[src/plpm_pkg.sv]
`timescale 1ns / 1ps

package plpm_pkg;

    localparam int SAMPLE_W = 10;
    localparam int FREQ_W   = 10;
    localparam int HALF_W   = 13;
    localparam int NUM_W    = 20;
    localparam int KNEES    = 8;
    localparam int SEG_W    = 3;

    // interpolation divider: (sample - knee) * 100 / segment width
    localparam int IP_REM_W = 15;
    localparam int IP_DEN_W = 9;
    localparam int IP_Q_W   = 7;

    // half period divider: numerator / frequency
    localparam int HP_REM_W = NUM_W;
    localparam int HP_DEN_W = FREQ_W;
    localparam int HP_Q_W   = HALF_W;

    localparam logic [HALF_W-1:0] HALF_PERIOD_MAX = 13'd5000;
    localparam logic [NUM_W-1:0]  NUMERATOR_RESET = 20'd500000;
    localparam logic [6:0]        STEP_HZ         = 7'd100;

    typedef logic [SAMPLE_W-1:0] t_sample;
    typedef logic [FREQ_W-1:0]   t_freq;

    localparam t_sample KNEE_IN [KNEES] =
        '{10'd0, 10'd15, 10'd40, 10'd100, 10'd250, 10'd500, 10'd800, 10'd1023};
    localparam t_freq KNEE_HZ [KNEES] =
        '{10'd200, 10'd300, 10'd400, 10'd500, 10'd600, 10'd700, 10'd800, 10'd900};

endpackage

[src/plpm_seg.sv]
`timescale 1ns / 1ps

module plpm_seg (
    input  logic                                 i_clk,
    input  logic                                 i_rst_n,
    input  logic                                 i_valid,
    output logic                                 o_ready,
    input  logic [plpm_pkg::SAMPLE_W-1:0]        i_sample,
    output logic                                 o_valid,
    input  logic                                 i_ready,
    output logic [plpm_pkg::IP_REM_W-1:0]        o_num,
    output logic [plpm_pkg::IP_DEN_W-1:0]        o_dx,
    output logic [plpm_pkg::FREQ_W-1:0]          o_base
);

    logic                              r_valid;
    logic [plpm_pkg::IP_REM_W-1:0]     r_num;
    logic [plpm_pkg::IP_DEN_W-1:0]     r_dx;
    logic [plpm_pkg::FREQ_W-1:0]       r_base;

    logic [plpm_pkg::SEG_W-1:0]        n_seg;
    logic [plpm_pkg::SAMPLE_W-1:0]     n_lo;
    logic [plpm_pkg::SAMPLE_W-1:0]     n_hi;
    logic [plpm_pkg::SAMPLE_W-1:0]     n_off;
    logic [plpm_pkg::IP_REM_W-1:0]     n_num;

    // lowest segment holding the sample: count interior knees strictly below it.
    // Clamping falls out: sample 0 gives offset 0, sample 1023 gives full step.
    always_comb begin
        n_seg = '0;
        for (int j = 1; j < plpm_pkg::KNEES - 1; j++) begin
            if (i_sample > plpm_pkg::KNEE_IN[j]) begin
                n_seg = n_seg + 1'b1;
            end
        end
        n_lo  = plpm_pkg::KNEE_IN[n_seg];
        n_hi  = plpm_pkg::KNEE_IN[n_seg + 1'b1];
        n_off = i_sample - n_lo;
        n_num = plpm_pkg::IP_REM_W'(n_off * plpm_pkg::STEP_HZ);
    end

    assign o_ready = !r_valid || i_ready;

    always_ff @(posedge i_clk) begin
        if (!i_rst_n) begin
            r_valid <= 1'b0;
        end else if (o_ready) begin
            r_valid <= i_valid;
        end
        if (i_valid && o_ready) begin
            r_num  <= n_num;
            r_dx   <= plpm_pkg::IP_DEN_W'(n_hi - n_lo);
            r_base <= plpm_pkg::KNEE_HZ[n_seg];
        end
    end

    assign o_valid = r_valid;
    assign o_num   = r_num;
    assign o_dx    = r_dx;
    assign o_base  = r_base;

endmodule

[src/plpm_div_cell.sv]
`timescale 1ns / 1ps

module plpm_div_cell #(
    parameter int REM_W  = 20,
    parameter int DEN_W  = 10,
    parameter int Q_W    = 13,
    parameter int BIT    = 12,
    parameter int SIDE_W = 10
) (
    input  logic              i_clk,
    input  logic              i_rst_n,
    input  logic              i_up_valid,
    output logic              o_up_ready,
    output logic              o_dn_valid,
    input  logic              i_dn_ready,
    input  logic [REM_W-1:0]  i_rem,
    input  logic [DEN_W-1:0]  i_den,
    input  logic [Q_W-1:0]    i_quo,
    input  logic [SIDE_W-1:0] i_side,
    output logic [REM_W-1:0]  o_rem,
    output logic [DEN_W-1:0]  o_den,
    output logic [Q_W-1:0]    o_quo,
    output logic [SIDE_W-1:0] o_side
);

    localparam int CMP_W = (REM_W > DEN_W + Q_W) ? REM_W : DEN_W + Q_W;

    logic              r_valid;
    logic [REM_W-1:0]  r_rem;
    logic [DEN_W-1:0]  r_den;
    logic [Q_W-1:0]    r_quo;
    logic [SIDE_W-1:0] r_side;

    logic [CMP_W-1:0]  n_rem_x;
    logic [CMP_W-1:0]  n_den_sh;
    logic              n_take;
    logic [REM_W-1:0]  n_rem;
    logic [Q_W-1:0]    n_quo;

    // one restoring step: try subtracting the divisor at this quotient weight
    always_comb begin
        n_rem_x  = CMP_W'(i_rem);
        n_den_sh = CMP_W'(i_den) << BIT;
        n_take   = n_rem_x >= n_den_sh;
        n_rem    = n_take ? REM_W'(n_rem_x - n_den_sh) : i_rem;
        n_quo    = i_quo | (Q_W'(n_take) << BIT);
    end

    assign o_up_ready = !r_valid || i_dn_ready;

    always_ff @(posedge i_clk) begin
        if (!i_rst_n) begin
            r_valid <= 1'b0;
        end else if (o_up_ready) begin
            r_valid <= i_up_valid;
        end
        if (i_up_valid && o_up_ready) begin
            r_rem  <= n_rem;
            r_den  <= i_den;
            r_quo  <= n_quo;
            r_side <= i_side;
        end
    end

    assign o_dn_valid = r_valid;
    assign o_rem      = r_rem;
    assign o_den      = r_den;
    assign o_quo      = r_quo;
    assign o_side     = r_side;

endmodule

[src/piecewise_linear_pitch_map.sv]
`timescale 1ns / 1ps

// Knob sample to tone pitch. Input channel: i_valid / o_stall with i_sample;
// a request is taken on a rising edge with i_valid high and o_stall low.
// Output channel: o_valid / i_stall with o_frequency_hz and o_half_period_us.
// Configuration: i_cfg_valid / o_cfg_ready with i_cfg_data, the 20-bit
// half period numerator; o_cfg_ready is always high. Write it only while idle.
// The chain has one segment-select step, 7 interpolation divider
// cells (one quotient bit each) and 13 half-period divider cells, one cell
// per quotient bit of the numerator / frequency division.
// It takes one request per cycle while o_stall is low; every cell holds
// its own request and hands it on as soon as the next cell can take it,
// so bubbles close up. While the receiver stalls the last cell holds its
// result steady, and the chain keeps accepting until every cell is full;
// then o_stall rises. Reset (synchronous, active low) empties the chain
// and restores the numerator to 500000.
module piecewise_linear_pitch_map (
    input  logic                            i_clk,
    input  logic                            i_rst_n,
    input  logic                            i_valid,
    output logic                            o_stall,
    input  logic [plpm_pkg::SAMPLE_W-1:0]   i_sample,
    output logic                            o_valid,
    input  logic                            i_stall,
    output logic [plpm_pkg::FREQ_W-1:0]     o_frequency_hz,
    output logic [plpm_pkg::HALF_W-1:0]     o_half_period_us,
    input  logic                            i_cfg_valid,
    output logic                            o_cfg_ready,
    input  logic [plpm_pkg::NUM_W-1:0]      i_cfg_data
);

    localparam int IP_N = plpm_pkg::IP_Q_W;
    localparam int HP_N = plpm_pkg::HP_Q_W;

    logic [plpm_pkg::NUM_W-1:0]     r_numerator;

    logic                           seg_ready;

    logic                           a_valid [IP_N+1];
    logic                           a_ready [IP_N+1];
    logic [plpm_pkg::IP_REM_W-1:0]  a_rem   [IP_N+1];
    logic [plpm_pkg::IP_DEN_W-1:0]  a_den   [IP_N+1];
    logic [plpm_pkg::IP_Q_W-1:0]    a_quo   [IP_N+1];
    logic [plpm_pkg::FREQ_W-1:0]    a_side  [IP_N+1];

    logic                           b_valid [HP_N+1];
    logic                           b_ready [HP_N+1];
    logic [plpm_pkg::HP_REM_W-1:0]  b_rem   [HP_N+1];
    logic [plpm_pkg::HP_DEN_W-1:0]  b_den   [HP_N+1];
    logic [plpm_pkg::HP_Q_W-1:0]    b_quo   [HP_N+1];
    logic [plpm_pkg::FREQ_W-1:0]    b_side  [HP_N+1];

    assign o_cfg_ready = 1'b1;

    always_ff @(posedge i_clk) begin
        if (!i_rst_n) begin
            r_numerator <= plpm_pkg::NUMERATOR_RESET;
        end else if (i_cfg_valid && o_cfg_ready) begin
            r_numerator <= i_cfg_data;
        end
    end

    plpm_seg u_seg (
        .i_clk    (i_clk),
        .i_rst_n  (i_rst_n),
        .i_valid  (i_valid),
        .o_ready  (seg_ready),
        .i_sample (i_sample),
        .o_valid  (a_valid[0]),
        .i_ready  (a_ready[0]),
        .o_num    (a_rem[0]),
        .o_dx     (a_den[0]),
        .o_base   (a_side[0])
    );

    assign o_stall  = !seg_ready;
    assign a_quo[0] = '0;

    for (genvar j = 0; j < IP_N; j++) begin : g_ip
        plpm_div_cell #(
            .REM_W  (plpm_pkg::IP_REM_W),
            .DEN_W  (plpm_pkg::IP_DEN_W),
            .Q_W    (plpm_pkg::IP_Q_W),
            .BIT    (IP_N - 1 - j),
            .SIDE_W (plpm_pkg::FREQ_W)
        ) u_cell (
            .i_clk      (i_clk),
            .i_rst_n    (i_rst_n),
            .i_up_valid (a_valid[j]),
            .o_up_ready (a_ready[j]),
            .o_dn_valid (a_valid[j+1]),
            .i_dn_ready (a_ready[j+1]),
            .i_rem      (a_rem[j]),
            .i_den      (a_den[j]),
            .i_quo      (a_quo[j]),
            .i_side     (a_side[j]),
            .o_rem      (a_rem[j+1]),
            .o_den      (a_den[j+1]),
            .o_quo      (a_quo[j+1]),
            .o_side     (a_side[j+1])
        );
    end

    // frequency = segment base + interpolated step; it seeds the second divider
    assign b_valid[0]   = a_valid[IP_N];
    assign a_ready[IP_N] = b_ready[0];
    assign b_rem[0]     = r_numerator;
    assign b_den[0]     = a_side[IP_N] + plpm_pkg::FREQ_W'(a_quo[IP_N]);
    assign b_side[0]    = b_den[0];
    assign b_quo[0]     = '0;

    for (genvar j = 0; j < HP_N; j++) begin : g_hp
        plpm_div_cell #(
            .REM_W  (plpm_pkg::HP_REM_W),
            .DEN_W  (plpm_pkg::HP_DEN_W),
            .Q_W    (plpm_pkg::HP_Q_W),
            .BIT    (HP_N - 1 - j),
            .SIDE_W (plpm_pkg::FREQ_W)
        ) u_cell (
            .i_clk      (i_clk),
            .i_rst_n    (i_rst_n),
            .i_up_valid (b_valid[j]),
            .o_up_ready (b_ready[j]),
            .o_dn_valid (b_valid[j+1]),
            .i_dn_ready (b_ready[j+1]),
            .i_rem      (b_rem[j]),
            .i_den      (b_den[j]),
            .i_quo      (b_quo[j]),
            .i_side     (b_side[j]),
            .o_rem      (b_rem[j+1]),
            .o_den      (b_den[j+1]),
            .o_quo      (b_quo[j+1]),
            .o_side     (b_side[j+1])
        );
    end

    assign b_ready[HP_N]  = !i_stall;
    assign o_valid        = b_valid[HP_N];
    assign o_frequency_hz = b_side[HP_N];
    assign o_half_period_us = (b_quo[HP_N] > plpm_pkg::HALF_PERIOD_MAX)
                            ? plpm_pkg::HALF_PERIOD_MAX : b_quo[HP_N];

endmodule

[config.mk]
export PLATFORM = sky130hd
export DESIGN_NAME = piecewise_linear_pitch_map
export DESIGN_NICKNAME = d
export VERILOG_FILES = /design/src/plpm_pkg.sv /design/src/plpm_seg.sv /design/src/plpm_div_cell.sv /design/src/piecewise_linear_pitch_map.sv
export SDC_FILE = /design/constraint.sdc
export NUM_CORES = 1
export LEC_CHECK = 0
export BUFFER_PORTS_ARGS = -buffer_cell sky130_fd_sc_hd__buf_2
export CORE_ASPECT_RATIO = 0.7
export CORE_UTILIZATION = 40
export CTS_CLUSTER_DIAMETER = 100
export DETAILED_ROUTE_END_ITERATION = 8
export SLEW_MARGIN = 15
export SYNTH_ARGS = -nofsm -noshare
export SYNTH_HDL_FRONTEND = slang
export SYNTH_HIERARCHICAL = 1
export SYNTH_SLANG_ARGS = --single-unit
[constraint.sdc]
create_clock -name i_clk -period 10.55 [get_ports i_clk]
set_input_delay 2.6375 -clock i_clk [delete_from_list [all_inputs] [get_ports i_clk]]
set_output_delay 2.6375 -clock i_clk [all_outputs]
set_load 0.02 [all_outputs]
==> results.cfg, run 1 <==
[status]
outcome = finished clean

[power_and_ir_drop]
powerDensity_nw_per_um2 = 192
power_frac_seq_pct = 46.1
ir_drop_v = 0.000450
clockPowerShare_pct = 34.5
swShare_pct = 25.6
pwr-share-comb_pct = 19.5
finalPower_uw = 9930
p_leak_uw = 0.0188
p_sw_uw = 2540
intPower_uw = 7390

[finish]
final_util_pct = 45.0
drive_gt1_share_pct = 12.5
final_cells = 5092
diodes = 0
fin_nets = 3791
syn2layout_area_growth_pct = 11.4

[logic_synthesis]
postSynthAreaPerCell_um2 = 14.0
syn_inst = 3324
yosysWarnings = 6
syn_area_um2 = 46500

[hold_path]
min_path_type = flop to flop
holdPathEnd = g_hp[10].u_cell/o_quo[3]
worstHoldPathCells = 0
min-delay-start = g_hp[9].u_cell/o_quo[3]

[timing]
min_period_over_period_pct = 94.0
rsz0062_at_grt = no
tightest_slew_ps = 1010
drv_slew = 0
fin_hold_ws_ps = 405
post-route-min-period_ps = 9920
relSlewSlack_pct = 32.9
clock.fmax_mhz = 101
clock_skew_ps = 24.0
hold_viol_final = 0
setup_viol = 0
setup_tns_ps = 0

[die]
initial_utilization_pct = 40.4
coreArea_um2 = 115000
die_area_um2 = 118000
ios = 61
fp.dieH_um = 287
fp.dieW_um = 409
rows = 104

[grt]
antenna_found_initial = 5
grt_usage_pct = 14.3
grt_max_degree = 54
grt_pass1_wl_um = 134000
overflow = 0
grt_pass1_vias = 24300

[clock_tree]
cts_setup_buffers = 0
cts_resized = 0
cts_tree = built
clock_sinks = 993
numCtsBuffers = 95
clk_latency_ps = 680
cts_hold_buf = 0
cts_buffer_depth = 3
cts_root_buf = clkbuf_16
h-tree-depth = 3
clk_pin_slew_ps = 70

[route]
routed_wl_um = 83800
wire_per_inst_um = 16.5
vias = 25400
drt-vias-per-instance = 5.00
drt_pass1_iterations = 5
ant_nets = 0
drcViolationCount = 0
drt-initial-drc-count = 1807

[critical_path]
rr_startpoint = g_hp[12].u_cell/o_dn_valid
cp_data_required_time_ps = 10990
reg2reg_depth = 21
reg2reg_slack_ps = 5570
crit_fanout = 9
critPathKind = input port to flop
path_common_cell = ha_1
cp-end-kind = flop
slowest_stage = fa_1
arrival_ps = 10360
start_kind = input port
cpPeakStageDelay_ps = 520
reg2reg_to = g_ip[0].u_cell/o_rem[14]

[flow_run]
drv_cap = 0

[placement]
port_buffers = 59
dpl.cell_count = 4915
dpl.hpwl_um = 61500
gp_congestion = 0.838
## metal layers
metal	wire, µm	part of all wire (%)	up-vias	GRT usage, %
met5	0	0	-	0
met4	1440	1.7	0	3.24
met3	4100	4.9	105	2.72
met2	34000	41	514	20.2
met1	44300	53	12100	22.5
li1	-	-	12700	-
## power by group through the flow
stage,logic (µW),registers [µW],clock network [µW]
2_1_floorplan,1560,4620,0
3_5_place_dp,1940,4660,0
4_1_cts,1950,4580,3530
5_1_grt,2220,4590,3670
6_report,1930,4580,3420
3_3_place_gp,1900,4660,0
## registers in the layout (all words and copies together), names as in the netlist
| register | count |
|---|---|
| g_hp.u_cell/o_den | 120 |
| g_hp.u_cell/o_dn_valid | 13 |
| g_hp.u_cell/o_quo | 169 |
| g_hp.u_cell/o_rem | 240 |
| g_hp.u_cell/o_side | 130 |
| g_ip.u_cell/o_den | 54 |
| g_ip.u_cell/o_dn_valid | 7 |
| g_ip.u_cell/o_quo | 49 |
| g_ip.u_cell/o_rem | 90 |
| g_ip.u_cell/o_side | 70 |
| r_numerator | 20 |
| u_seg/o_base | 8 |
| u_seg/o_dx | 9 |
| u_seg/o_num | 13 |
| u_seg/o_valid | 1 |
## stage by stage
step / worst slack, ps / cell area, µm²
final: 629 / 51800
after floorplan: 163 / 46600
after CTS: 647 / 51800
after global routing: 39.5 / 51800
after global placement: 9.51 / 48600
after detailed placement: -79.4 / 48600
## area by class of cell
class	count	area, µm²
inverters	311	1170
fillers	10300	63300
repair buffers	87	505
clock inverters	42	479
clock buffers	135	2660
multi-input cells	1987	15600
flip-flops and latches	993	29400
well taps	1537	1920
## worst max-delay path by stage
stage                      from              end  slack [ps]
finish              i_sample[0]  u_seg/o_num[14]         630
global route        i_sample[0]  u_seg/o_num[14]          40
detailed placement  i_sample[0]  u_seg/o_num[14]         -80
CTS                 i_sample[0]  u_seg/o_num[14]         650
floorplan           i_sample[1]  u_seg/o_num[14]         160
global placement    i_sample[0]  u_seg/o_num[14]          10
## placed cells by master (no fill, tap or decap), drive strengths merged, types with 38 or more instances in the layout
cell      n
nor2b    53
a21oi   159
nor3     54
a21o     45
nand2   158
nor4     38
xor2     85
nor2    135
mux2i    38
mux2     86
nand2b   70
inv     318
o21ai   140
nand3    43
xnor2    89
buf      87
ha      254
dfxtp    41
edfxtp  952
clkbuf  135
## worst max-delay path: cells and delay by family
| family | cells | cell delay [ps] |
|---|---|---|
| xor+xnor | 5 | 800 |
| compound gates | 10 | 1740 |
| buf+inv | 6 | 520 |
| mux | 2 | 590 |
| simple gates | 6 | 930 |
| fa+ha+maj | 10 | 3150 |
(Power assumes the default switching activity.)
==> run 2: changes to the inputs <==
BUFFER_PORTS_ARGS = -buffer_cell sky130_fd_sc_hd__buf_4   (was -buffer_cell sky130_fd_sc_hd__buf_2)
CORE_UTILIZATION = 51   (was 40)
PLACE_DENSITY = 0.69   (was unset)
==> run 2 against run 1 <==
  * Worst setup slack lost 110 ps
  * Via count grew 1.2%
  * Critical path depth fell by 1
  * Critical path type unchanged
  * Combinational power barely moved
  * Critical endpoint unchanged
  * Register-to-register slack improved by 70 ps
  * Sequential share of layout area increased by 0.25 points
==> results.cfg, run 2 (synthesized netlist as in run 1, its figures left out) <==
[timing]
tightest_slew_ps = 1150
clock.fmax_mhz = 99.7
clock_skew_ps = 32.6
min_period_over_period_pct = 95.1
post-route-min-period_ps = 10030
relSlewSlack_pct = 23.5
drv_slew = 0
rsz0062_at_grt = no
hold_viol_final = 0
setup_viol = 0

[status]
outcome = finished clean

[die]
die_area_um2 = 92400
coreArea_um2 = 90100
initial_utilization_pct = 51.6
ios = 61
fp.dieW_um = 363
rows = 92
fp.dieH_um = 255

[route]
drcViolationCount = 0
drt-initial-drc-count = 2013
routed_wl_um = 83300
wire_per_inst_um = 17.5
drt_pass1_iterations = 6
drt-vias-per-instance = 5.40
vias = 25800
ant_nets = 0

[clock_tree]
cts_setup_buffers = 0
cts_resized = 0
cts_root_buf = clkbuf_16
cts_tree = built
h-tree-depth = 3
numCtsBuffers = 93
clk_pin_slew_ps = 60
cts_hold_buf = 0
clk_latency_ps = 690
clock_sinks = 993
cts_buffer_depth = 3

[flow_run]
drv_cap = 0

[finish]
final_common_cell = edfxtp_1
fin_nets = 3785
mostFrequentLayoutCells = 952 x edfxtp_1, 309 x inv_1, 254 x ha_1
syn2layout_area_growth_pct = 10.9
final_cells = 4771
diodes = 0
largest_reg_flops = 240
drive_gt1_share_pct = 12.9
final_util_pct = 57.2

[placement]
dpl.hpwl_um = 60500
port_buffers = 59
gp_congestion = 0.888
dpl.cell_count = 4595

[power_and_ir_drop]
ir_drop_v = 0.000557
p_leak_uw = 0.0188
swShare_pct = 26.0
intPower_uw = 7350
power_frac_seq_pct = 46.0
p_sw_uw = 2580
powerDensity_nw_per_um2 = 193
finalPower_uw = 9930
pwr-share-comb_pct = 19.5
clockPowerShare_pct = 34.4

[grt]
grt_usage_pct = 18.1
grt_max_degree = 54
grt_pass1_vias = 24500
grt_pass1_wl_um = 132000
overflow = 0
antenna_found_initial = 5

[critical_path]
cp-end-kind = flop
cpPeakStageDelay_ps = 540
arrival_ps = 10470
slowest_stage = fa_1
critPathKind = input port to flop
start_kind = input port
path_common_cell = ha_1
crit_fanout = 9
cp_data_required_time_ps = 10990

[hold_path]
min_path_type = flop to flop
run 2: cell count changes in the layout (fill, tap and decap cells not counted), moves of 2 or more:
cell,change
inv_6,-2
clkinv_8,+4
clkbuf_8,-4
clkinv_2,+6
clkbuf_1,-17
clkbuf_16,-3
buf_2,-59
clkinvlp_4,+9
inv_8,-2
clkinv_4,+4
buf_4,+55
run 2: area by class of cell:
class / count / area (µm²)
multi-input cells: 1987 / 15600
inverters: 311 / 1170
clock inverters: 64 / 717
clock buffers: 111 / 2470
well taps: 1222 / 1530
repair buffers: 83 / 623
flip-flops and latches: 993 / 29400
fillers: 7064 / 38600
run 2: layer usage:
metal / vias to the layer above / track usage [%] / part of all wire, %
met5: - / 0 / 0
met2: 621 / 25.5 / 41
met1: 12300 / 28.6 / 51
met4: 0 / 4.95 / 2.1
li1: 12700 / - / -
met3: 119 / 3.36 / 5.4
run 2: power groups by stage:
stage	Combinational [µW]	Sequential (µW)	Clock, µW
after floorplan	1560	4620	0
after global placement	1890	4660	0
after detailed placement	1930	4660	0
after CTS	1960	4570	3510
after global routing	2210	4580	3660
final	1940	4570	3420
run 2: path summary, 6_finish.rpt:
path / slack, ps / depth (start not counted) / startpoint / to
setup reg to reg: 5640 / 21 / g_hp[12].u_cell/o_dn_valid / g_ip[0].u_cell/o_rem[12]
setup / recovery: 520 / 38 / i_sample[1] / u_seg/o_num[14]
hold / removal: 400 / 0 / g_hp[6].u_cell/o_quo[3] / g_hp[7].u_cell/o_quo[3]
hold reg to reg: 400 / 0 / g_hp[6].u_cell/o_quo[3] / g_hp[7].u_cell/o_quo[3]
run 2: through the flow:
step / hold slack (ps) / instance area [µm²] / setup TNS [ps] / setup slack (ps)
3_5_place_dp: 405 / 48300 / -151 / -151
6_report: 397 / 51500 / 0 / 518
5_1_grt: 414 / 51500 / 0 / 50.4
2_1_floorplan: 400 / 46600 / 0 / 163
4_1_cts: 402 / 51500 / 0 / 562
3_3_place_gp: 401 / 48300 / 0 / 35.6
run 2: critical path, delay by kind of cell:
family          cells  cell delay [ps]
xor+xnor            5              880
compound gates      8             1240
fa+ha+maj          11             3570
buf+inv             5              480
mux                 2              570
simple gates        7             1090
